===== config.mk =====
export PLATFORM = sky130hd
export DESIGN_NAME = crt_raster_timing_controller_flat
export DESIGN_NICKNAME = d
export VERILOG_FILES = /design/src/crtc_pkg.sv /design/src/crtc_if.sv /design/src/crt_raster_timing_controller.sv /design/src/crtc_core.sv /design/src/flat_wrapper.sv
export SDC_FILE = /design/constraint.sdc
export NUM_CORES = 1
export LEC_CHECK = 0
export ABC_AREA = 1
export BUFFER_PORTS_ARGS = -buffer_cell sky130_fd_sc_hd__buf_2
export CAP_MARGIN = 20
export CORE_MARGIN = 8
export CORE_UTILIZATION = 55
export DETAILED_ROUTE_END_ITERATION = 7
export GPL_TIMING_DRIVEN = 0
export PLACE_DENSITY = 0.75
export SYNTH_ARGS = -nofsm -noshare
export SYNTH_HDL_FRONTEND = slang
export SYNTH_SLANG_ARGS = --single-unit

===== constraint.sdc =====
create_clock -name clk -period 4.2 [get_ports clk]
set_input_delay 0.42 -clock clk [delete_from_list [all_inputs] [get_ports clk]]
set_output_delay 0.42 -clock clk [all_outputs]
set_load 0.05 [all_outputs]

===== src/crtc_pkg.sv =====
// Package with commands, register indexes and shared types of the raster timing controller.
`default_nettype none
package crtc_pkg;

    localparam int AddrBits = 14;

    typedef enum logic [2:0] {
        CMD_CHAR   = 3'd0,
        CMD_FRAME  = 3'd1,
        CMD_SELECT = 3'd2,
        CMD_WRITE  = 3'd3,
        CMD_READ   = 3'd4,
        CMD_LOAD   = 3'd5
    } cmd_t;

    localparam logic [4:0] REG_HTOTAL   = 5'd0;
    localparam logic [4:0] REG_HDISP    = 5'd1;
    localparam logic [4:0] REG_HSPOS    = 5'd2;
    localparam logic [4:0] REG_SYNCW    = 5'd3;
    localparam logic [4:0] REG_VTOTAL   = 5'd4;
    localparam logic [4:0] REG_VADJ     = 5'd5;
    localparam logic [4:0] REG_VDISP    = 5'd6;
    localparam logic [4:0] REG_VSPOS    = 5'd7;
    localparam logic [4:0] REG_MODE     = 5'd8;
    localparam logic [4:0] REG_MAXLINE  = 5'd9;
    localparam logic [4:0] REG_CURSTART = 5'd10;
    localparam logic [4:0] REG_CUREND   = 5'd11;
    localparam logic [4:0] REG_STARTH   = 5'd12;
    localparam logic [4:0] REG_STARTL   = 5'd13;
    localparam logic [4:0] REG_CURH     = 5'd14;
    localparam logic [4:0] REG_CURL     = 5'd15;
    localparam logic [4:0] REG_PENH     = 5'd16;
    localparam logic [4:0] REG_PENL     = 5'd17;

    localparam logic [5:0] BlinkWrap  = 6'd49;
    localparam logic [5:0] BlinkHalf  = 6'd25;
    localparam logic [6:0] CurModeMsk = 7'h60;
    localparam logic [6:0] CurModeOff = 7'h20;

    // Result of one transaction.
    typedef struct packed {
        logic [13:0] char_address;
        logic [4:0]  row_address;
        logic        hsync;
        logic        vsync;
        logic        display_enable;
        logic        cursor;
        logic        blink_phase;
        logic [7:0]  read_data;
    } result_t;

    typedef struct packed {
        logic [2:0]  cmd;
        logic [13:0] data;
    } item_t;

endpackage
`default_nettype wire


===== src/crtc_if.sv =====
// Valid/ready channel interfaces of the raster timing controller.
`default_nettype none
interface crtc_item_if;
    import crtc_pkg::*;
    logic        valid;
    logic        ready;
    logic [2:0]  cmd;
    logic [13:0] data;
    modport source (output valid, output cmd, output data, input ready);
    modport sink (input valid, input cmd, input data, output ready);
endinterface

interface crtc_result_if;
    logic        valid;
    logic        ready;
    logic [13:0] char_address;
    logic [4:0]  row_address;
    logic        hsync;
    logic        vsync;
    logic        display_enable;
    logic        cursor;
    logic        blink_phase;
    logic [7:0]  read_data;
    modport source (output valid, output char_address, output row_address, output hsync,
                    output vsync, output display_enable, output cursor, output blink_phase,
                    output read_data, input ready);
    modport sink (input valid, input char_address, input row_address, input hsync,
                  input vsync, input display_enable, input cursor, input blink_phase,
                  input read_data, output ready);
endinterface

interface crtc_cfg_if;
    logic valid;
    logic ready;
    logic data;
    modport source (output valid, output data, input ready);
    modport sink (input valid, input data, output ready);
endinterface
`default_nettype wire


===== src/crt_raster_timing_controller.sv =====
// Top level of the raster timing controller: handshakes around the timing core.
//
// One command transaction enters on the item channel (cmd, data) and yields
// exactly one result transaction on the result channel: memory address, scan
// line, syncs, skewed display enable and cursor, blink phase and read data.
// The command is processed in one pass from the accepted item into the result
// register, so the result is offered in the cycle after acceptance. A new command
// is accepted every cycle while the result register is empty or being taken;
// the single result register sets that throughput of one item per cycle.
// When the receiver stalls, the result is held and ready drops until it is
// taken. The configuration channel writes the start-address read enable and
// is always ready. Reset clears the register file, counters and all pending
// delays, and leaves the result channel empty.
`default_nettype none
module crt_raster_timing_controller
    import crtc_pkg::*;
(
    input  wire logic     clk,
    input  wire logic     rst_n,
    crtc_item_if.sink     in_ch,
    crtc_result_if.source out_ch,
    crtc_cfg_if.sink      cfg
);

    logic    full_reg;
    logic    readable_reg;
    logic    step;
    item_t   item;
    result_t res;

    assign in_ch.ready = !full_reg || out_ch.ready;
    assign step = in_ch.valid && in_ch.ready;
    assign item = '{cmd: in_ch.cmd, data: in_ch.data};
    assign cfg.ready = 1'b1;

    // Output valid and configuration register.
    always_ff @(posedge clk or negedge rst_n)
    begin
        if (!rst_n)
        begin
            full_reg <= 1'b0;
            readable_reg <= 1'b0;
        end
        else
        begin
            if (step) full_reg <= 1'b1;
            else if (out_ch.ready) full_reg <= 1'b0;
            if (cfg.valid) readable_reg <= cfg.data;
        end
    end

    crtc_core u_core (
        .clk(clk), .rst_n(rst_n), .step(step), .item(item),
        .start_readable(readable_reg), .result(res)
    );

    assign out_ch.valid = full_reg;
    assign out_ch.char_address = res.char_address;
    assign out_ch.row_address = res.row_address;
    assign out_ch.hsync = res.hsync;
    assign out_ch.vsync = res.vsync;
    assign out_ch.display_enable = res.display_enable;
    assign out_ch.cursor = res.cursor;
    assign out_ch.blink_phase = res.blink_phase;
    assign out_ch.read_data = res.read_data;

    // A stalled result stays offered.
    a_hold: assert property (@(posedge clk) disable iff (!rst_n)
        out_ch.valid && !out_ch.ready |=> out_ch.valid) else $error("result dropped");
    // An accepted item always produces a result.
    a_result: assert property (@(posedge clk) disable iff (!rst_n)
        step |=> out_ch.valid) else $error("result missing");
    // No input is taken while a stalled result waits.
    a_block: assert property (@(posedge clk) disable iff (!rst_n)
        full_reg && !out_ch.ready |-> !in_ch.ready) else $error("overrun");

endmodule
`default_nettype wire


===== src/crtc_core.sv =====
// Timing state and the single-pass update for one command.
`default_nettype none
module crtc_core
    import crtc_pkg::*;
(
    input  wire logic    clk,
    input  wire logic    rst_n,
    input  wire logic    step,
    input  wire item_t   item,
    input  wire logic    start_readable,
    output result_t      result
);

    logic [7:0]  regs_reg [18];
    logic [7:0]  regs_next [18];
    logic [4:0]  sel_reg, sel_next;
    logic [7:0]  col_reg, col_next;
    logic        colw_reg, colw_next;
    logic [4:0]  line_reg, line_next;
    logic        linew_reg, linew_next;
    logic [6:0]  row_reg, row_next;
    logic        roww_reg, roww_next;
    logic [3:0]  hcnt_reg, hcnt_next;
    logic [4:0]  vcnt_reg, vcnt_next;
    logic [4:0]  vlines_reg, vlines_next;
    logic        hs_reg, hs_next, vs_reg, vs_next;
    logic        adj_reg, adj_next;
    logic [4:0]  acnt_reg, acnt_next;
    logic [13:0] addr_reg, addr_next, base_reg, base_next, nrow_reg, nrow_next;
    logic        hen_reg, hen_next, ven_reg, ven_next;
    logic        deraw_reg, deraw_next, deout_reg, deout_next;
    logic        curon_reg, curon_next;
    logic [5:0]  blink_reg, blink_next;
    logic [3:0]  pend_reg, pend_next;
    logic [2:0]  cskew_reg, cskew_next, donsk_reg, donsk_next, doffsk_reg, doffsk_next;
    logic [7:0]  rd;

    // Skew values are kept as 3-bit two's complement so -1 can be held.
    always_comb
    begin
        logic [13:0] sa, ca;
        logic [1:0]  skew;
        logic        nx;
        logic [7:0]  v;
        for (int i = 0; i < 18; i++) regs_next[i] = regs_reg[i];
        sel_next = sel_reg; col_next = col_reg; colw_next = colw_reg;
        line_next = line_reg; linew_next = linew_reg; row_next = row_reg;
        roww_next = roww_reg; hcnt_next = hcnt_reg; vcnt_next = vcnt_reg;
        vlines_next = vlines_reg; hs_next = hs_reg; vs_next = vs_reg;
        adj_next = adj_reg; acnt_next = acnt_reg; addr_next = addr_reg;
        base_next = base_reg; nrow_next = nrow_reg; hen_next = hen_reg;
        ven_next = ven_reg; deraw_next = deraw_reg; deout_next = deout_reg;
        curon_next = curon_reg; blink_next = blink_reg; pend_next = pend_reg;
        cskew_next = cskew_reg; donsk_next = donsk_reg; doffsk_next = doffsk_reg;
        rd = 8'd0;
        sa = {regs_reg[REG_STARTH][5:0], regs_reg[REG_STARTL]};
        ca = {regs_reg[REG_CURH][5:0], regs_reg[REG_CURL]};
        skew = regs_reg[REG_MODE][5:4];
        v = item.data[7:0];
        nx = 1'b0;

        unique case (item.cmd)
            CMD_CHAR:
            begin
                addr_next = addr_reg + 14'd1;
                col_next = col_reg + 8'd1;
                if (colw_reg)
                begin
                    col_next = 8'd0;
                    colw_next = 1'b0;
                    hen_next = 1'b1;
                    // Enable update, horizontal start of line.
                    nx = hen_next && ven_next;
                    if (nx && !deraw_next)
                    begin
                        donsk_next = {1'b0, skew};
                        if (skew != 2'd3) pend_next[2] = 1'b1;
                    end
                    if (!nx && deraw_next)
                    begin
                        doffsk_next = {1'b0, skew};
                        pend_next[3] = 1'b1;
                    end
                    deraw_next = nx;
                    addr_next = base_reg;
                    line_next = line_reg + 5'd1;
                    if (adj_reg) acnt_next = acnt_reg + 5'd1;
                    if (vs_reg) vcnt_next = vcnt_reg + 5'd1;
                    if (linew_reg)
                    begin
                        line_next = 5'd0;
                        linew_next = 1'b0;
                        base_next = nrow_reg;
                        addr_next = nrow_reg;
                        row_next = row_reg + 7'd1;
                        if (roww_reg)
                        begin
                            roww_next = 1'b0;
                            if (regs_reg[REG_VADJ] != 8'd0)
                            begin
                                adj_next = 1'b1;
                                acnt_next = 5'd0;
                            end
                            else
                            begin
                                line_next = 5'd0;
                                row_next = 7'd0;
                                ven_next = 1'b1;
                                nx = hen_next;
                                if (nx && !deraw_next)
                                begin
                                    donsk_next = {1'b0, skew};
                                    if (skew != 2'd3) pend_next[2] = 1'b1;
                                end
                                deraw_next = nx;
                                addr_next = sa;
                                base_next = sa;
                                nrow_next = sa;
                            end
                        end
                        if ({1'b0, row_next} == regs_reg[REG_VTOTAL] && !adj_next)
                            roww_next = 1'b1;
                        if ({1'b0, row_next} == regs_reg[REG_VDISP])
                        begin
                            ven_next = 1'b0;
                            if (deraw_next)
                            begin
                                doffsk_next = {1'b0, skew};
                                pend_next[3] = 1'b1;
                            end
                            deraw_next = 1'b0;
                        end
                        if ({1'b0, row_next} == regs_reg[REG_VSPOS]) vs_next = 1'b1;
                    end
                    if (vs_next && vcnt_next == vlines_reg)
                    begin
                        vcnt_next = 5'd0;
                        vs_next = 1'b0;
                    end
                    if (adj_next && {3'd0, acnt_next} == regs_reg[REG_VADJ])
                    begin
                        adj_next = 1'b0;
                        acnt_next = 5'd0;
                        line_next = 5'd0;
                        row_next = 7'd0;
                        ven_next = 1'b1;
                        nx = hen_next;
                        if (nx && !deraw_next)
                        begin
                            donsk_next = {1'b0, skew};
                            if (skew != 2'd3) pend_next[2] = 1'b1;
                        end
                        deraw_next = nx;
                        addr_next = sa;
                        base_next = sa;
                        nrow_next = sa;
                        if (regs_reg[REG_VSPOS] == 8'd0) vs_next = 1'b1;
                    end
                    if ({3'd0, line_next} == regs_reg[REG_MAXLINE]) linew_next = 1'b1;
                end
                if (col_next == regs_reg[REG_HTOTAL]) colw_next = 1'b1;
                if (col_next == regs_reg[REG_HDISP])
                begin
                    nrow_next = addr_next;
                    hen_next = 1'b0;
                    if (deraw_next)
                    begin
                        doffsk_next = {1'b0, skew};
                        pend_next[3] = 1'b1;
                    end
                    deraw_next = 1'b0;
                end
                if (hs_next) hcnt_next = hcnt_next + 4'd1;
                if (col_next == regs_reg[REG_HSPOS] && regs_reg[REG_SYNCW][3:0] != 4'd0)
                    hs_next = 1'b1;
                if (hs_next && hcnt_next == regs_reg[REG_SYNCW][3:0])
                begin
                    hcnt_next = 4'd0;
                    hs_next = 1'b0;
                end
                // Cursor match starts its skew delay.
                if (addr_next == ca && line_next >= regs_reg[REG_CURSTART][4:0]
                    && {3'd0, line_next} <= regs_reg[REG_CUREND] && deraw_next)
                begin
                    cskew_next = {1'b0, regs_reg[REG_MODE][7:6]};
                    if (regs_reg[REG_MODE][7:6] != 2'd3) pend_next[0] = 1'b1;
                end
                if (pend_next[1])
                begin
                    pend_next[1] = 1'b0;
                    curon_next = 1'b0;
                end
                if (pend_next[0])
                begin
                    if (!cskew_next[2]) cskew_next = cskew_next - 3'd1;
                    if (cskew_next[2] && (regs_reg[REG_CURSTART][6:0] & CurModeMsk) != CurModeOff)
                    begin
                        pend_next[0] = 1'b0;
                        pend_next[1] = 1'b1;
                        curon_next = 1'b1;
                    end
                end
                if (pend_next[2])
                begin
                    donsk_next = donsk_next - 3'd1;
                    if (donsk_next[2])
                    begin
                        pend_next[2] = 1'b0;
                        donsk_next = 3'd0;
                        deout_next = 1'b1;
                    end
                end
                if (pend_next[3])
                begin
                    doffsk_next = doffsk_next - 3'd1;
                    if (doffsk_next[2])
                    begin
                        pend_next[3] = 1'b0;
                        doffsk_next = 3'd0;
                        deout_next = 1'b0;
                    end
                end
            end
            CMD_FRAME:
                blink_next = (blink_reg == BlinkWrap) ? 6'd0 : blink_reg + 6'd1;
            CMD_SELECT:
                sel_next = item.data[4:0];
            CMD_WRITE:
            begin
                unique case (sel_reg)
                    REG_HTOTAL, REG_HDISP, REG_HSPOS, REG_CURL, REG_STARTL:
                        regs_next[sel_reg] = v;
                    REG_SYNCW:
                    begin
                        vlines_next = (v[7:4] == 4'd0) ? 5'd16 : {1'b0, v[7:4]};
                        regs_next[REG_SYNCW] = v;
                    end
                    REG_VTOTAL, REG_VDISP, REG_VSPOS, REG_CURSTART:
                        regs_next[sel_reg] = {1'b0, v[6:0]};
                    REG_VADJ, REG_MAXLINE, REG_CUREND:
                        regs_next[sel_reg] = {3'd0, v[4:0]};
                    REG_MODE:
                        regs_next[REG_MODE] = v & 8'hf3;
                    REG_STARTH, REG_CURH:
                        regs_next[sel_reg] = {2'd0, v[5:0]};
                    default: ;
                endcase
            end
            CMD_READ:
            begin
                unique case (sel_reg)
                    REG_STARTH, REG_STARTL:
                        rd = start_readable ? regs_reg[sel_reg] : 8'd0;
                    REG_CURH, REG_CURL, REG_PENH, REG_PENL:
                        rd = regs_reg[sel_reg];
                    default: rd = 8'd0;
                endcase
            end
            CMD_LOAD:
            begin
                addr_next = item.data;
                base_next = item.data;
                nrow_next = item.data;
            end
            default: ;
        endcase
    end

    // Register file has no reset dependency beyond clearing.
    always_ff @(posedge clk or negedge rst_n)
    begin
        if (!rst_n)
        begin
            for (int i = 0; i < 18; i++) regs_reg[i] <= 8'd0;
            sel_reg <= '0; col_reg <= '0; colw_reg <= 1'b1; line_reg <= '0;
            linew_reg <= 1'b1; row_reg <= '0; roww_reg <= 1'b1; hcnt_reg <= '0;
            vcnt_reg <= '0; vlines_reg <= '0; hs_reg <= 1'b0; vs_reg <= 1'b0;
            adj_reg <= 1'b0; acnt_reg <= '0; addr_reg <= '0; base_reg <= '0;
            nrow_reg <= '0; hen_reg <= 1'b0; ven_reg <= 1'b0; deraw_reg <= 1'b0;
            deout_reg <= 1'b0; curon_reg <= 1'b0; blink_reg <= '0; pend_reg <= '0;
            cskew_reg <= '0; donsk_reg <= '0; doffsk_reg <= '0;
            result <= '0;
        end
        else if (step)
        begin
            for (int i = 0; i < 18; i++) regs_reg[i] <= regs_next[i];
            sel_reg <= sel_next; col_reg <= col_next; colw_reg <= colw_next;
            line_reg <= line_next; linew_reg <= linew_next; row_reg <= row_next;
            roww_reg <= roww_next; hcnt_reg <= hcnt_next; vcnt_reg <= vcnt_next;
            vlines_reg <= vlines_next; hs_reg <= hs_next; vs_reg <= vs_next;
            adj_reg <= adj_next; acnt_reg <= acnt_next; addr_reg <= addr_next;
            base_reg <= base_next; nrow_reg <= nrow_next; hen_reg <= hen_next;
            ven_reg <= ven_next; deraw_reg <= deraw_next; deout_reg <= deout_next;
            curon_reg <= curon_next; blink_reg <= blink_next; pend_reg <= pend_next;
            cskew_reg <= cskew_next; donsk_reg <= donsk_next; doffsk_reg <= doffsk_next;
            result.char_address <= addr_next;
            result.row_address <= line_next;
            result.hsync <= hs_next;
            result.vsync <= vs_next;
            result.display_enable <= deout_next;
            result.cursor <= curon_next;
            result.blink_phase <= (blink_next > BlinkHalf);
            result.read_data <= rd;
        end
    end

    // The blink counter never leaves its modulo range.
    a_blink_range: assert property (@(posedge clk) disable iff (!rst_n)
        blink_reg <= BlinkWrap) else $error("blink count out of range");
    // A write never changes the light pen bytes.
    a_pen_zero: assert property (@(posedge clk) disable iff (!rst_n)
        regs_reg[REG_PENH] == 8'd0 && regs_reg[REG_PENL] == 8'd0)
        else $error("light pen byte written");
    // A load sets the reported address on the next edge.
    a_load: assert property (@(posedge clk) disable iff (!rst_n)
        step && item.cmd == CMD_LOAD |=> result.char_address == $past(item.data))
        else $error("address load lost");

endmodule
`default_nettype wire

===== src/flat_wrapper.sv =====
// flat-port wrapper written by rule: the top's interface ports become plain ports
module crt_raster_timing_controller_flat import crtc_pkg::*;
  (clk, rst_n, in_ch_valid, in_ch_cmd, in_ch_data, in_ch_ready, out_ch_valid, out_ch_char_address, out_ch_row_address, out_ch_hsync, out_ch_vsync, out_ch_display_enable, out_ch_cursor, out_ch_blink_phase, out_ch_read_data, out_ch_ready, cfg_valid, cfg_data, cfg_ready);
  crtc_item_if in_ch_i ();
  crtc_result_if out_ch_i ();
  crtc_cfg_if cfg_i ();
  input  wire logic clk;
  input  wire logic rst_n;
  input wire logic [$bits(in_ch_i.valid)-1:0] in_ch_valid;
  input wire logic [$bits(in_ch_i.cmd)-1:0] in_ch_cmd;
  input wire logic [$bits(in_ch_i.data)-1:0] in_ch_data;
  output wire logic [$bits(in_ch_i.ready)-1:0] in_ch_ready;
  output wire logic [$bits(out_ch_i.valid)-1:0] out_ch_valid;
  output wire logic [$bits(out_ch_i.char_address)-1:0] out_ch_char_address;
  output wire logic [$bits(out_ch_i.row_address)-1:0] out_ch_row_address;
  output wire logic [$bits(out_ch_i.hsync)-1:0] out_ch_hsync;
  output wire logic [$bits(out_ch_i.vsync)-1:0] out_ch_vsync;
  output wire logic [$bits(out_ch_i.display_enable)-1:0] out_ch_display_enable;
  output wire logic [$bits(out_ch_i.cursor)-1:0] out_ch_cursor;
  output wire logic [$bits(out_ch_i.blink_phase)-1:0] out_ch_blink_phase;
  output wire logic [$bits(out_ch_i.read_data)-1:0] out_ch_read_data;
  input wire logic [$bits(out_ch_i.ready)-1:0] out_ch_ready;
  input wire logic [$bits(cfg_i.valid)-1:0] cfg_valid;
  input wire logic [$bits(cfg_i.data)-1:0] cfg_data;
  output wire logic [$bits(cfg_i.ready)-1:0] cfg_ready;
  assign in_ch_i.valid = in_ch_valid;
  assign in_ch_i.cmd = in_ch_cmd;
  assign in_ch_i.data = in_ch_data;
  assign in_ch_ready = in_ch_i.ready;
  assign out_ch_valid = out_ch_i.valid;
  assign out_ch_char_address = out_ch_i.char_address;
  assign out_ch_row_address = out_ch_i.row_address;
  assign out_ch_hsync = out_ch_i.hsync;
  assign out_ch_vsync = out_ch_i.vsync;
  assign out_ch_display_enable = out_ch_i.display_enable;
  assign out_ch_cursor = out_ch_i.cursor;
  assign out_ch_blink_phase = out_ch_i.blink_phase;
  assign out_ch_read_data = out_ch_i.read_data;
  assign out_ch_i.ready = out_ch_ready;
  assign cfg_i.valid = cfg_valid;
  assign cfg_i.data = cfg_data;
  assign cfg_ready = cfg_i.ready;
  crt_raster_timing_controller u_core (.clk(clk), .rst_n(rst_n), .in_ch(in_ch_i), .out_ch(out_ch_i), .cfg(cfg_i));
endmodule

==> results by group, run 1 <==
Layout
  – Multi-input combinational cell area: 7820 sq um
  – Final nets: approximately 2300
  – FF+latch area: 6760 sq um
  – Number of flip-flops in the largest register: 126
  – Utilization after layout: 64.1%
  – # fillers: 2557
  – Area added between synthesis and finish: 15.7%
  – Antenna diode count: 0
  – Layout Cells excl Fill: 2643
  – Share of cells above drive strength 1: 13.4%

Setup path
  – Critical path required time: approximately 4600 ps
  – Class of the most critical setup path: register to register
  – Kind of capture point of the worst setup path: register
  – Data arrival at the endpoint of the critical path: 4680 ps
  – Worst-path maximum fanout: 5
  – Startpoint class of the critical path: register
  – Crit path top cell by count: nand2_2
  – Slowest cell delay on critical path: roughly 400 ps
  – Slowest CP cell: dfrtp_1

Clocking
  – Htree depth: 1
  – Clock tree from TritonCTS: yes
  – Number of buffers created by CTS: 30
  – Clock Pin Slew Worst Setup and Hold Paths: 60 ps
  – Clock tree root driver cell: clkbuf_16
  – Clock latency reported for the late side of the worst-skew pair: approximately 570 ps
  – Number of buffers between clock root and the deepest sink: 3
  – TritonCTS Sinks: 270

Hold path
  – Launch point of the worst hold path: cfg_data
  – Path type of the worst min-delay path: primary input to register

Run status
  – Violations in the final reports: setup timing
  – Run status: finished with violations

GRT
  – Antenna violations before repair: 0
  – Number of global-route vias before repair: 15200
  – Largest net degree at the start of global routing: 112
  – Global-route wire length before repair: 87100 um
  – GRT overflow: 0
  – Overall global routing resource usage: 33.1%

Floorplanning
  – Width of the die: 186 um
  – Initial Util: between 50 and 60%
  – Vertical die dimension: between 150 and 200 um
  – Core Area: about 29000 sq um
  – Number of standard-cell rows in the floorplan: between 60 and 70
  – Boundary Pins: 58
  – Die area: 34400 sq um

Drt
  – Detailed-router iteration count before antenna repair: 7
  – Via density per instance: 6.00
  – Post-route DRC: 0
  – Antenna-violating nets left: 0
  – Routed wire length per instance: 21.7 um
  – Number of vias in the routed layout: 15900
  – 1st-iter DRT viols: 2090
  – Detailed Route WL: 57300 um

STA
  – Hold Slack: 104 ps
  – Total Negative Setup Slacks: -73.1 ps
  – Total count of hold-check failures in the final report: 0
  – Number of pins with negative max-slew slack in the final report: 0
  – Portion of the clock cycle consumed by the worst path in the final layout: 101%
  – Final clock skew: approximately 12 ps
  – Period minus WS final: 4240 ps
  – Normalized max-slew margin: 25.2%
  – Fmax: 0.236 GHz
  – Setup-violating endpoint count in the final report: 3
  – Worst Max-Slew Pin Slew: 1110 ps
  – Setup repair after global routing missed its margin: true
  – Slack of the critical path: -41.1 ps

Pwr
  – Net Sw Frac: around two fifths
  – Internal Power: 0.00574 W
  – Logic pwr share: 34.2%
  – IR drop worst, VDD: 0.000288 V
  – Total Power Consumption: 0.00944 W
  – Switching Power: 0.00370 W
  – PD cells: 516 nW/um^2
  – Static Leak: ~8.8 nW
  – Portion of total power attributed to sequential cells: a little over a third
  – Clock network fraction of design power: 30.1%

Logic synthesis
  – Post-Syn Nets: 2156
  – Mean area per synthesized cell: 7.49 sq um
  – Syn Std Cell Area: 15800 sq um
  – Predominant post-synthesis flop cell: dfrtp_1
  – Register bit count reported by yosys: 270
  – Sequential-to-total area share from yosys stat: 42.7%
  – Ys async rst share: 100%
  – Number of synthesized flops with an enable pin: 0
  – Yosys warning total: 0
  – Number of unique standard cell types used by synthesis: 65
  – Cell count after synthesis: ~2100

Run
  – # Max-Cap Violations: 0

Placement
  – Buffers on Ports: 50
  – Placed instance count: 2547
  – Dpl hpwl: 41800 um
  – Routability congestion estimate: 1.05
## power groups by stage
| stage | clock, W | combinational, W | sequential [W] |
|---|---|---|---|
| 2_1_floorplan | 0 | 0.00192 | 0.00355 |
| 6_report | 0.00284 | 0.00323 | 0.00336 |
| 4_1_cts | 0.00284 | 0.00312 | 0.00334 |
| 3_5_place_dp | 0 | 0.00304 | 0.00338 |
| 5_1_grt | 0.00296 | 0.00351 | 0.00340 |
| 3_3_place_gp | 0 | 0.00297 | 0.00337 |
## Yosys cell counts, types with 6 or more instances
master,instances,area share (%)
inv_2,6,0.14
o21ai_0,214,6.8
a221oi_1,8,0.44
o211ai_1,16,0.76
nor2_1,155,3.7
o21ai_1,8,0.25
nand2_1,500,12
clkbuf_1,72,1.7
a21oi_1,47,1.5
nor2_2,6,0.24
buf_2,20,0.63
nand3_1,160,5.1
nand3_2,13,0.82
xor2_1,41,2.3
nand2_2,19,0.75
dfrtp_1,267,42
nor4_1,6,0.24
xnor2_1,6,0.33
inv_1,270,6.4
nand3b_1,6,0.28
o22ai_1,39,1.5
a22oi_1,13,0.62
nand4_1,32,1.3
a32o_1,6,0.38
a31oi_1,28,1.1
o21a_1,13,0.62
nor3_1,19,0.60
o221ai_1,9,0.50
o2111ai_1,7,0.39
ha_1,22,1.7
## cell families (layout without fill, tap and decap cells)
| kind of cell | Yosys count | in the layout | synth area share (%) |
|---|---|---|---|
| AOI/OAI and AO/OA | 441 | 441 | 16.6 |
| xor gates and xnor gates | 48 | 48 | 2.70 |
| adders and majority gates | 22 | 22 | 1.74 |
| buffers and inverters | 385 | 533 | 9.60 |
| DFF | 270 | 270 | 42.7 |
| muxes | 7 | 7 | 0.459 |
| other | 1 | 1 | 0.0237 |
| and+or+nand+nor | 937 | 937 | 26.1 |
## repair_timing
item                                    CTS  global route
endpoints found under the setup margin    6             9
buffers inserted                         26            16
endpoints found under the hold margin    65             0
pin swaps                                38            41
gates resized for setup                  47            47
hold buffers                              1             0
cloned                                    1             0
## layout make-up
cell class | instances | area share, %
multi-input cells | 1456 | 42.7
flip-flops and latches | 270 | 37.0
inverters | 281 | 5.78
plain buffers | 102 | 2.56
clock inverters | 9 | 0.738
clock buffers | 46 | 5.09
repair buffers | 95 | 3.54
well taps | 384 | 2.63
## critical path, delay by kind of cell (launching register included)
family	cells	cell delay, ps
AOI/OAI and AO/OA	8	1220
adders and majority gates	2	400
DFF	1	400
buffers and inverters	4	490
and+or+nand+nor	17	1590
## layout by cell type (no fill, tap or decap), types with 32 or more instances in the layout
cell,count
o21ai_0,207
xor2_1,41
buf_4,43
o22ai_1,39
nand4_1,32
dfrtp_1,266
nand2_1,484
buf_2,69
clkbuf_1,74
nor2_1,144
inv_1,262
nand3_1,153
nand2_2,32
a21oi_1,43
## final timing paths
kind / endpoint / slack [ps] / cells past startpoint
setup reg to reg: u_core.u_core.pend_reg[0]$_DFFE_PN0P_ / -40 / 31
setup / recovery: u_core.u_core.pend_reg[0]$_DFFE_PN0P_ / -40 / 31
hold reg to reg: u_core.u_core.regs_reg[6]$_DFFE_PN0P_ / 460 / 1
min in group asynchronous: u_core.u_core.base_reg[8]$_DFFE_PN0P_ / 390 / 2
max in group asynchronous: u_core.u_core.regs_reg[60]$_DFFE_PN0P_ / 2840 / 3
hold / removal: u_core.readable_reg$_DFFE_PN0P_ / 100 / 2
## metrics by stage
| step | area (sq um) | setup WS [ps] |
|---|---|---|
| 2_1_floorplan | 15800 | 211 |
| 3_3_place_gp | 16600 | -2350 |
| 3_5_place_dp | 16600 | -1090 |
| 4_1_cts | 18100 | -69.6 |
| 5_1_grt | 18300 | -211 |
| 6_report | 18300 | -41.1 |
## layer usage
| metal | up-vias | GRT usage [%] | routed length [um] |
|---|---|---|---|
| li1 | 7235 | - | - |
| met1 | 7401 | 44.1 | 22800 |
| met2 | 1017 | 51.5 | 25000 |
| met3 | 210 | 6.03 | 6200 |
| met4 | 0 | 16.4 | 3310 |
| met5 | - | 0 | 0 |
Power figures use the tool's default switching activity.
==> inputs of run 2 (changes only) <==
ABC_AREA = default   (was 1)
PLACE_DENSITY = 0.74   (was 0.75)
==> results by group, run 2 <==
Layout
  – Number of flip-flops in the largest register: 126
  – Multi-input combinational cell area: 8630 sq um
  – Commonest cells after routing, fill and taps aside: dfrtp_1 (261), nand2_1 (205), mux2_2 (125), nor2_1 (121), o21ai_0 (116)
  – Final nets: 1774
  – Commonest non-fill, non-tap cell in the layout: dfrtp_1
  – Share of cells above drive strength 1: between 20% and 30%
  – # fillers: between 2000 and 2500
  – Antenna diode count: 0
  – FF+latch area: 6740 sq um
  – Area added between synthesis and finish: 16.5%

Floorplanning
  – Initial Util: between 50% and 60%
  – Vertical die dimension: between 150 and 200 um
  – Number of standard-cell rows in the floorplan: 61
  – Boundary Pins: just under 60
  – Die area: ~34000 sq um
  – Core Area: 27900 sq um
  – Width of the die: 184 um

Logic synthesis
  – Register bit count reported by yosys: 269
  – Post-Syn Nets: roughly 1700
  – Predominant post-synthesis flop cell: dfrtp_1
  – Number of synthesized flops with an enable pin: 0
  – Ys async rst share: 100%
  – Number of unique standard cell types used by synthesis: 82
  – Sequential-to-total area share from yosys stat: 43.2%
  – Top cells by area, synth: dfrtp_1 (43%), mux2_2 (9.0%), nand2_1 (5.0%), mux4_2 (4.8%), o21ai_0 (4.0%)
  – Syn Std Cell Area: 15600 sq um
  – Mean area per synthesized cell: 9.69 sq um
  – Largest area contributor in the synthesized netlist: dfrtp_1
  – Leading cell type by number of instances after synthesis: dfrtp_1
  – Yosys warning total: 0
  – Yosys top cell area share: 42.7%
  – Cell count after synthesis: 1609
  – Cell types with the highest counts after synthesis: dfrtp_1 (266), nand2_1 (206), mux2_2 (125), nor2_1 (125), o21ai_0 (125)

Clocking
  – Number of buffers between clock root and the deepest sink: 3
  – Number of buffers created by CTS: 30
  – Clock tree from TritonCTS: yes
  – Htree depth: 1
  – TritonCTS Sinks: 269
  – Clock latency reported for the late side of the worst-skew pair: 570 ps
  – Clock tree root driver cell: clkbuf_16
  – Clock Pin Slew Worst Setup and Hold Paths: approximately 70 ps

STA
  – Period minus WS final: 5650 ps
  – Final clock skew: 13.0 ps
  – Setup repair after global routing missed its margin: true
  – Total Negative Setup Slacks: -7830 ps
  – Total count of hold-check failures in the final report: 0
  – Fmax: 0.177 GHz
  – Hold Slack: 77.8 ps
  – Setup-violating endpoint count in the final report: 6
  – Normalized max-slew margin: 26.3%
  – Number of pins with negative max-slew slack in the final report: 0
  – Slack of the critical path: -1450 ps
  – Portion of the clock cycle consumed by the worst path in the final layout: 135%
  – Worst Max-Slew Pin Slew: 1100 ps

GRT
  – Antenna violations before repair: 1
  – Global-route wire length before repair: 78100 um
  – Overall global routing resource usage: 29.6%
  – Largest net degree at the start of global routing: 126
  – Number of global-route vias before repair: 13600
  – GRT overflow: 0

Setup path
  – Slowest CP cell: dfrtp_2
  – Kind of capture point of the worst setup path: register
  – Data arrival at the endpoint of the critical path: ~6000 ps
  – Critical path required time: 4650 ps
  – Slowest cell delay on critical path: 430 ps
  – Flop2flop setup slack: -1450 ps
  – Startpoint class of the critical path: register
  – Cell depth of the worst flop-to-flop path: 28
  – Class of the most critical setup path: register to register
  – Worst-path maximum fanout: 7

Run status
  – Run status: finished with violations
  – Violations in the final reports: setup timing

Hold path
  – Path type of the worst min-delay path: primary input to register
  – Instance count along the most critical hold path: 2

Drt
  – Detailed-router iteration count before antenna repair: 6
  – 1st-iter DRT viols: 1468
  – Detailed Route WL: 50100 um
  – Via density per instance: 6.45
  – Antenna-violating nets left: 0
  – Post-route DRC: 0
  – Routed wire length per instance: about 24 um
  – Number of vias in the routed layout: 13700

Pwr
  – Static Leak: approximately 8.1 nW
  – PD cells: 559 nW/um^2
  – IR drop worst, VDD: 0.000465 V

Run
  – # Max-Cap Violations: 0

Placement
  – Routability congestion estimate: around 1
  – Dpl hpwl: 35300 um
  – Buffers on Ports: 53
  – Minimum setup slack after placement: -2620 ps
[run 2: cell count changes in the layout (fill, tap and decap cells not counted), sizes merged, moves of 33 or more]
cell	delta
nand2	-316
inv	-245
nand3	-125
mux2	+124
o21ai	-94
xnor2	+41
nor2	-38
mux4	+33
[run 2: per-stage QoR]
stage	total power, W	std cells	instance area (sq um)	utilization (%)
6_report	0.0102	2131	18200	65.2
5_1_grt	0.0106	2131	18200	65.2
2_1_floorplan	0.00588	1609	15700	-
3_3_place_gp	0.00687	2040	16400	59.0
4_1_cts	0.0100	2120	18000	64.6
3_5_place_dp	0.00696	2045	16500	59.3
[run 2: worst max-delay path, delay by kind of cell (launching register included)]
| family | cells | cell delay, ps |
|---|---|---|
| mux | 1 | 230 |
| xor+xnor | 1 | 150 |
| buf+inv | 3 | 420 |
| compound gates | 12 | 2160 |
| flops | 1 | 430 |
| simple gates | 8 | 1390 |
| fa+ha+maj | 3 | 740 |
[run 2: kinds of logic (layout without fill, tap and decap cells)]
logic type | count (synthesis) | in the layout | share of synthesized area (%)
XOR/XNOR | 91 | 91 | 5.11
buffers and inverters | 139 | 283 | 3.43
AO/OA/AOI/OAI | 361 | 361 | 14.6
other | 1 | 1 | 0.0241
adder cells (fa/ha/maj) | 22 | 22 | 1.77
flip-flops | 269 | 269 | 43.2
multiplexers | 186 | 186 | 15.6
AND/OR/NAND/NOR | 540 | 540 | 16.3
[run 2: per-layer routing]
| layer | GRT usage, % | share of wire, % | vias to the layer above |
|---|---|---|---|
| met5 | 0 | 0 | - |
| met2 | 46.0 | 45 | 780 |
| li1 | - | - | 6035 |
| met1 | 40.0 | 40 | 6757 |
| met4 | 13.8 | 4.7 | 0 |
| met3 | 5.16 | 10 | 165 |
[run 2: path summary, 6_finish.rpt]
| kind | from | endpoint |
|---|---|---|
| min in group asynchronous | rst_n | u_core.u_core.acnt_reg[2]$_DFFE_PN0P_ |
| min reg2reg | u_core.u_core.regs_reg[0]$_DFFE_PN0P_ | u_core.u_core.regs_reg[0]$_DFFE_PN0P_ |
| max in group asynchronous | rst_n | u_core.u_core.donsk_reg[0]$_DFFE_PN0P_ |
| max | u_core.u_core.acnt_reg[1]$_DFFE_PN0P_ | u_core.u_core.pend_reg[0]$_DFFE_PN0P_ |
| max reg2reg | u_core.u_core.acnt_reg[1]$_DFFE_PN0P_ | u_core.u_core.pend_reg[0]$_DFFE_PN0P_ |
| min | in_ch_valid | u_core.out_ch.valid$_DFFE_PN0P_ |
[run 2: repair_timing]
action | 4_1_cts | 5_1_grt
pin swaps | 35 | 19
hold buffers | 1 | 0
buffers inserted | 21 | 11
resized for setup | 54 | 25
endpoints found under the setup margin | 24 | 35
endpoints found under the hold margin | 57 | 0
[run 2: area by class of cell]
| cell class | instances | share of cell area (%) |
|---|---|---|
| tap | 378 | 2.60 |
| timing repair buffer | 92 | 3.36 |
| sequential | 269 | 37.1 |
| clock buffer | 41 | 4.75 |
| multi-input combinational | 1201 | 47.5 |
| clock inverter | 15 | 1.33 |
| inverter | 31 | 0.641 |
| buffer | 104 | 2.68 |
[run 2: power breakdown]
group,internal (W),switching [W]
Combinational,0.00142,0.00233
Sequential,0.00299,0.000483
Clock,0.00180,0.00113
==> inputs of run 3 (changes only) <==
SYNTH_HIERARCHICAL = 1   (was default)
==> results by group, run 3 <==
Pwr
  – Static Leak: 8.40 nW
  – Internal Power: between 0.006 and 0.007 W
  – IR drop worst, VDD: about 0.00037 V
  – PD cells: 531 nW/um^2
  – Net Sw Frac: 39.4%
  – Clock network fraction of design power: 27.0%
  – Logic pwr share: roughly two fifths
  – Switching Power: 0.00393 W
  – Total Power Consumption: 0.00999 W
  – Portion of total power attributed to sequential cells: 34.6%

Setup path
  – Startpoint class of the critical path: register
  – Kind of capture point of the worst setup path: register
  – Data arrival at the endpoint of the critical path: ~6000 ps
  – Critical path origin: u_core/u_core/acnt_reg[0]$_DFFE_PN0P_
  – Worst-path maximum fanout: 5
  – Critical path required time: 4670 ps
  – Worst r2r src: u_core/u_core/acnt_reg[0]$_DFFE_PN0P_
  – Class of the most critical setup path: register to register

STA
  – Setup repair after global routing missed its margin: true
  – Total Negative Setup Slacks: -6480 ps
  – Total count of hold-check failures in the final report: 0
  – Portion of the clock cycle consumed by the worst path in the final layout: 130%
  – Setup-violating endpoint count in the final report: 6
  – Period minus WS final: 5470 ps
  – Final clock skew: 16.8 ps
  – Worst Max-Slew Pin Slew: 968 ps
  – Fmax: roughly 0.18 GHz
  – Slack of the critical path: -1270 ps
  – Number of pins with negative max-slew slack in the final report: 0
  – Normalized max-slew margin: 35.2%

Clocking
  – Clock tree from TritonCTS: yes
  – Number of buffers created by CTS: 30
  – TritonCTS Sinks: 270
  – Clock latency reported for the late side of the worst-skew pair: between 500 and 600 ps
  – Clock Pin Slew Worst Setup and Hold Paths: 60 ps
  – Clock tree root driver cell: clkbuf_16
  – Htree depth: 1
  – Number of buffers between clock root and the deepest sink: 3

Layout
  – Number of flip-flops in the largest register: 126
  – Share of cells above drive strength 1: 22.8%
  – Multi-input combinational cell area: between 9000 and 10000 sq um
  – FF+latch area: 6770 sq um
  – Area added between synthesis and finish: 15.8%
  – # fillers: 2343
  – Commonest cells after routing, fill and taps aside: dfrtp_1 (260), nand2_1 (216), mux2_2 (123), o21ai_0 (107), nor2_1 (100)
  – Commonest non-fill, non-tap cell in the layout: dfrtp_1
  – Final nets: 1859

Drt
  – Detailed Route WL: 52600 um
  – Number of vias in the routed layout: 14500
  – Post-route DRC: 0
  – Routed wire length per instance: approximately 24 um
  – Antenna-violating nets left: 0
  – 1st-iter DRT viols: between 1500 and 2000
  – Via density per instance: 6.51
  – Detailed-router iteration count before antenna repair: 5

Logic synthesis
  – Largest area contributor in the synthesized netlist: dfrtp_1
  – Cell count after synthesis: 1678
  – Cell types with the highest counts after synthesis: dfrtp_1 (267), nand2_1 (219), mux2_2 (124), o21ai_0 (117), nor2_1 (102)
  – Register bit count reported by yosys: 270
  – Post-Syn Nets: 1723
  – Ys async rst share: 100%
  – Syn Std Cell Area: 16200 sq um
  – Number of synthesized flops with an enable pin: 0
  – Sequential-to-total area share from yosys stat: 41.6%
  – Number of unique standard cell types used by synthesis: 93
  – Leading cell type by number of instances after synthesis: dfrtp_1
  – Yosys warning total: 6
  – Mean area per synthesized cell: 9.68 sq um
  – Yosys top cell area share: a little over 40%
  – Predominant post-synthesis flop cell: dfrtp_1
  – Top cells by area, synth: dfrtp_1 (41%), mux2_2 (8.6%), nand2_1 (5.1%), mux4_2 (5.0%), o21ai_0 (3.6%)

GRT
  – Most utilized layer in the global route result: met2
  – Global-route wire length before repair: 80500 um
  – GR met3 Demand/Resource: slightly above 7%
  – Number of global-route vias before repair: 13900
  – GRT overflow: 0
  – Largest net degree at the start of global routing: 110
  – Antenna violations before repair: 2
  – Overall global routing resource usage: 28.9%
  – Met2 layer usage reported by global route: 45.2%
  – Met1 track demand over resource in global routing: a little under two fifths

Floorplanning
  – Boundary Pins: 58
  – Initial Util: a little under three fifths
  – Die area: 35300 sq um
  – Width of the die: 188 um
  – Core Area: 29400 sq um
  – Number of standard-cell rows in the floorplan: 63
  – Vertical die dimension: 188 um

Placement
  – Routability congestion estimate: between 0.9 and 1
  – Dpl hpwl: approximately 37000 um
  – Minimum setup slack after placement: -2150 ps
  – Buffers on Ports: 55

Run
  – # Max-Cap Violations: 0

Run status
  – Run status: finished with violations
  – Violations in the final reports: setup timing

Hold path
  – Launch point of the worst hold path: in_ch_valid
  – Path type of the worst min-delay path: primary input to register
-- run 3: changes by cell type in the layout (fill, tap and decap cells not counted), moves of 7 or more --
cell,previous run,this run
a211oi_1,13,6
a31oi_1,26,35
and2_1,18,25
buf_4,31,49
clkbuf_1,83,92
inv_1,31,45
nand2_1,205,216
nand3_1,47,35
nor2_1,121,100
nor2b_1,24,35
o21ai_0,116,107
xnor2_1,46,33
-- run 3: through the flow --
stage          cells  util, %  hold slack, ps  area, sq um
2_1_floorplan   1678        -             124        16300
3_3_place_gp    2123     58.2             435        17100
3_5_place_dp    2127     58.5             397        17200
4_1_cts         2201     62.6            44.9        18400
5_1_grt         2226     64.0            68.4        18800
6_report        2227     64.0            55.5        18800
-- run 3: worst max-delay path: stages (launching register included) --
cell and delay [ps]:
dfrtp_2 430, ha_4 190, nand3b_1 200, a21oi_2 100, o21a_2 240, or2_4 270
nor4_4 460, nor2_2 100, nand2_2 120, o21ai_2 70, ha_1 310, nor2b_1 130
o21a_1 160, o21a_1 160, o21ai_1 130, nand2b_1 130, a221oi_2 290, o311ai_1 130
a2111o_1 360, or4_4 450, mux2i_1 200, ha_2 220, o22ai_2 70, or2_4 270
a21oi_2 110, nor2_1 50
-- run 3: power by group through the flow --
stage                     clock network [W]  logic (W)  registers, W
after CTS                           0.00273    0.00362       0.00342
after global routing                0.00284    0.00411       0.00350
after global placement                    0    0.00352       0.00343
after floorplan                           0    0.00238       0.00356
final                               0.00270    0.00384       0.00345
after detailed placement                  0    0.00358       0.00344
-- run 3: cell type report --
type,instances,share of cell area [%]
multi-input cells,1247,48.7
flip-flops and latches,270,36.0
clock buffers,41,4.31
repair buffers,108,3.93
well taps,390,2.59
plain buffers,110,2.52
clock inverters,13,0.977
inverters,47,0.957
diodes,1,0.0133
-- run 3: path summary, 6_finish.rpt --
kind | to | slack, ps | cells after the start
worst max-delay path | u_core/u_core/pend_reg[0]$_DFFE_PN0P_ | -1270 | 25
worst min-delay path | u_core/out_ch.valid$_DFFE_PN0P_ | 60 | 2
worst max register to register | u_core/u_core/pend_reg[0]$_DFFE_PN0P_ | -1270 | 25
worst min register to register | u_core/u_core/regs_reg[10]$_DFFE_PN0P_ | 450 | 1
max in group asynchronous | u_core/u_core/adj_reg$_DFFE_PN0P_ | 2880 | 3
min in group asynchronous | u_core/u_core/regs_reg[9]$_DFFE_PN0P_ | 380 | 2
-- run 3: per-layer routing --
metal  vias to the layer above  wire length, um
li1                       6355                -
met2                       791            23900
met3                       193             5340
met1                      7161            20600
met5                         -               13
met4                         2             2740
-- run 3: cell families after synthesis --
logic type / share of synthesized area, %
other: 0.0231
muxes: 15.5
AOI/OAI and AO/OA: 15.3
buffers and inverters: 3.93
and+or+nand+nor: 17.1
adders and majority gates: 1.69
xor gates and xnor gates: 4.83
DFF: 41.6
-- run 3: what timing repair did --
action                                 4_1_cts  5_1_grt
setup endpoints to repair                   30       73
setup buffers                               20       29
gates cloned                                 0        0
pin swaps                                   17       31
endpoints found under the hold margin       55        0
gates resized for setup                     22       58
hold buffers                                 1        0
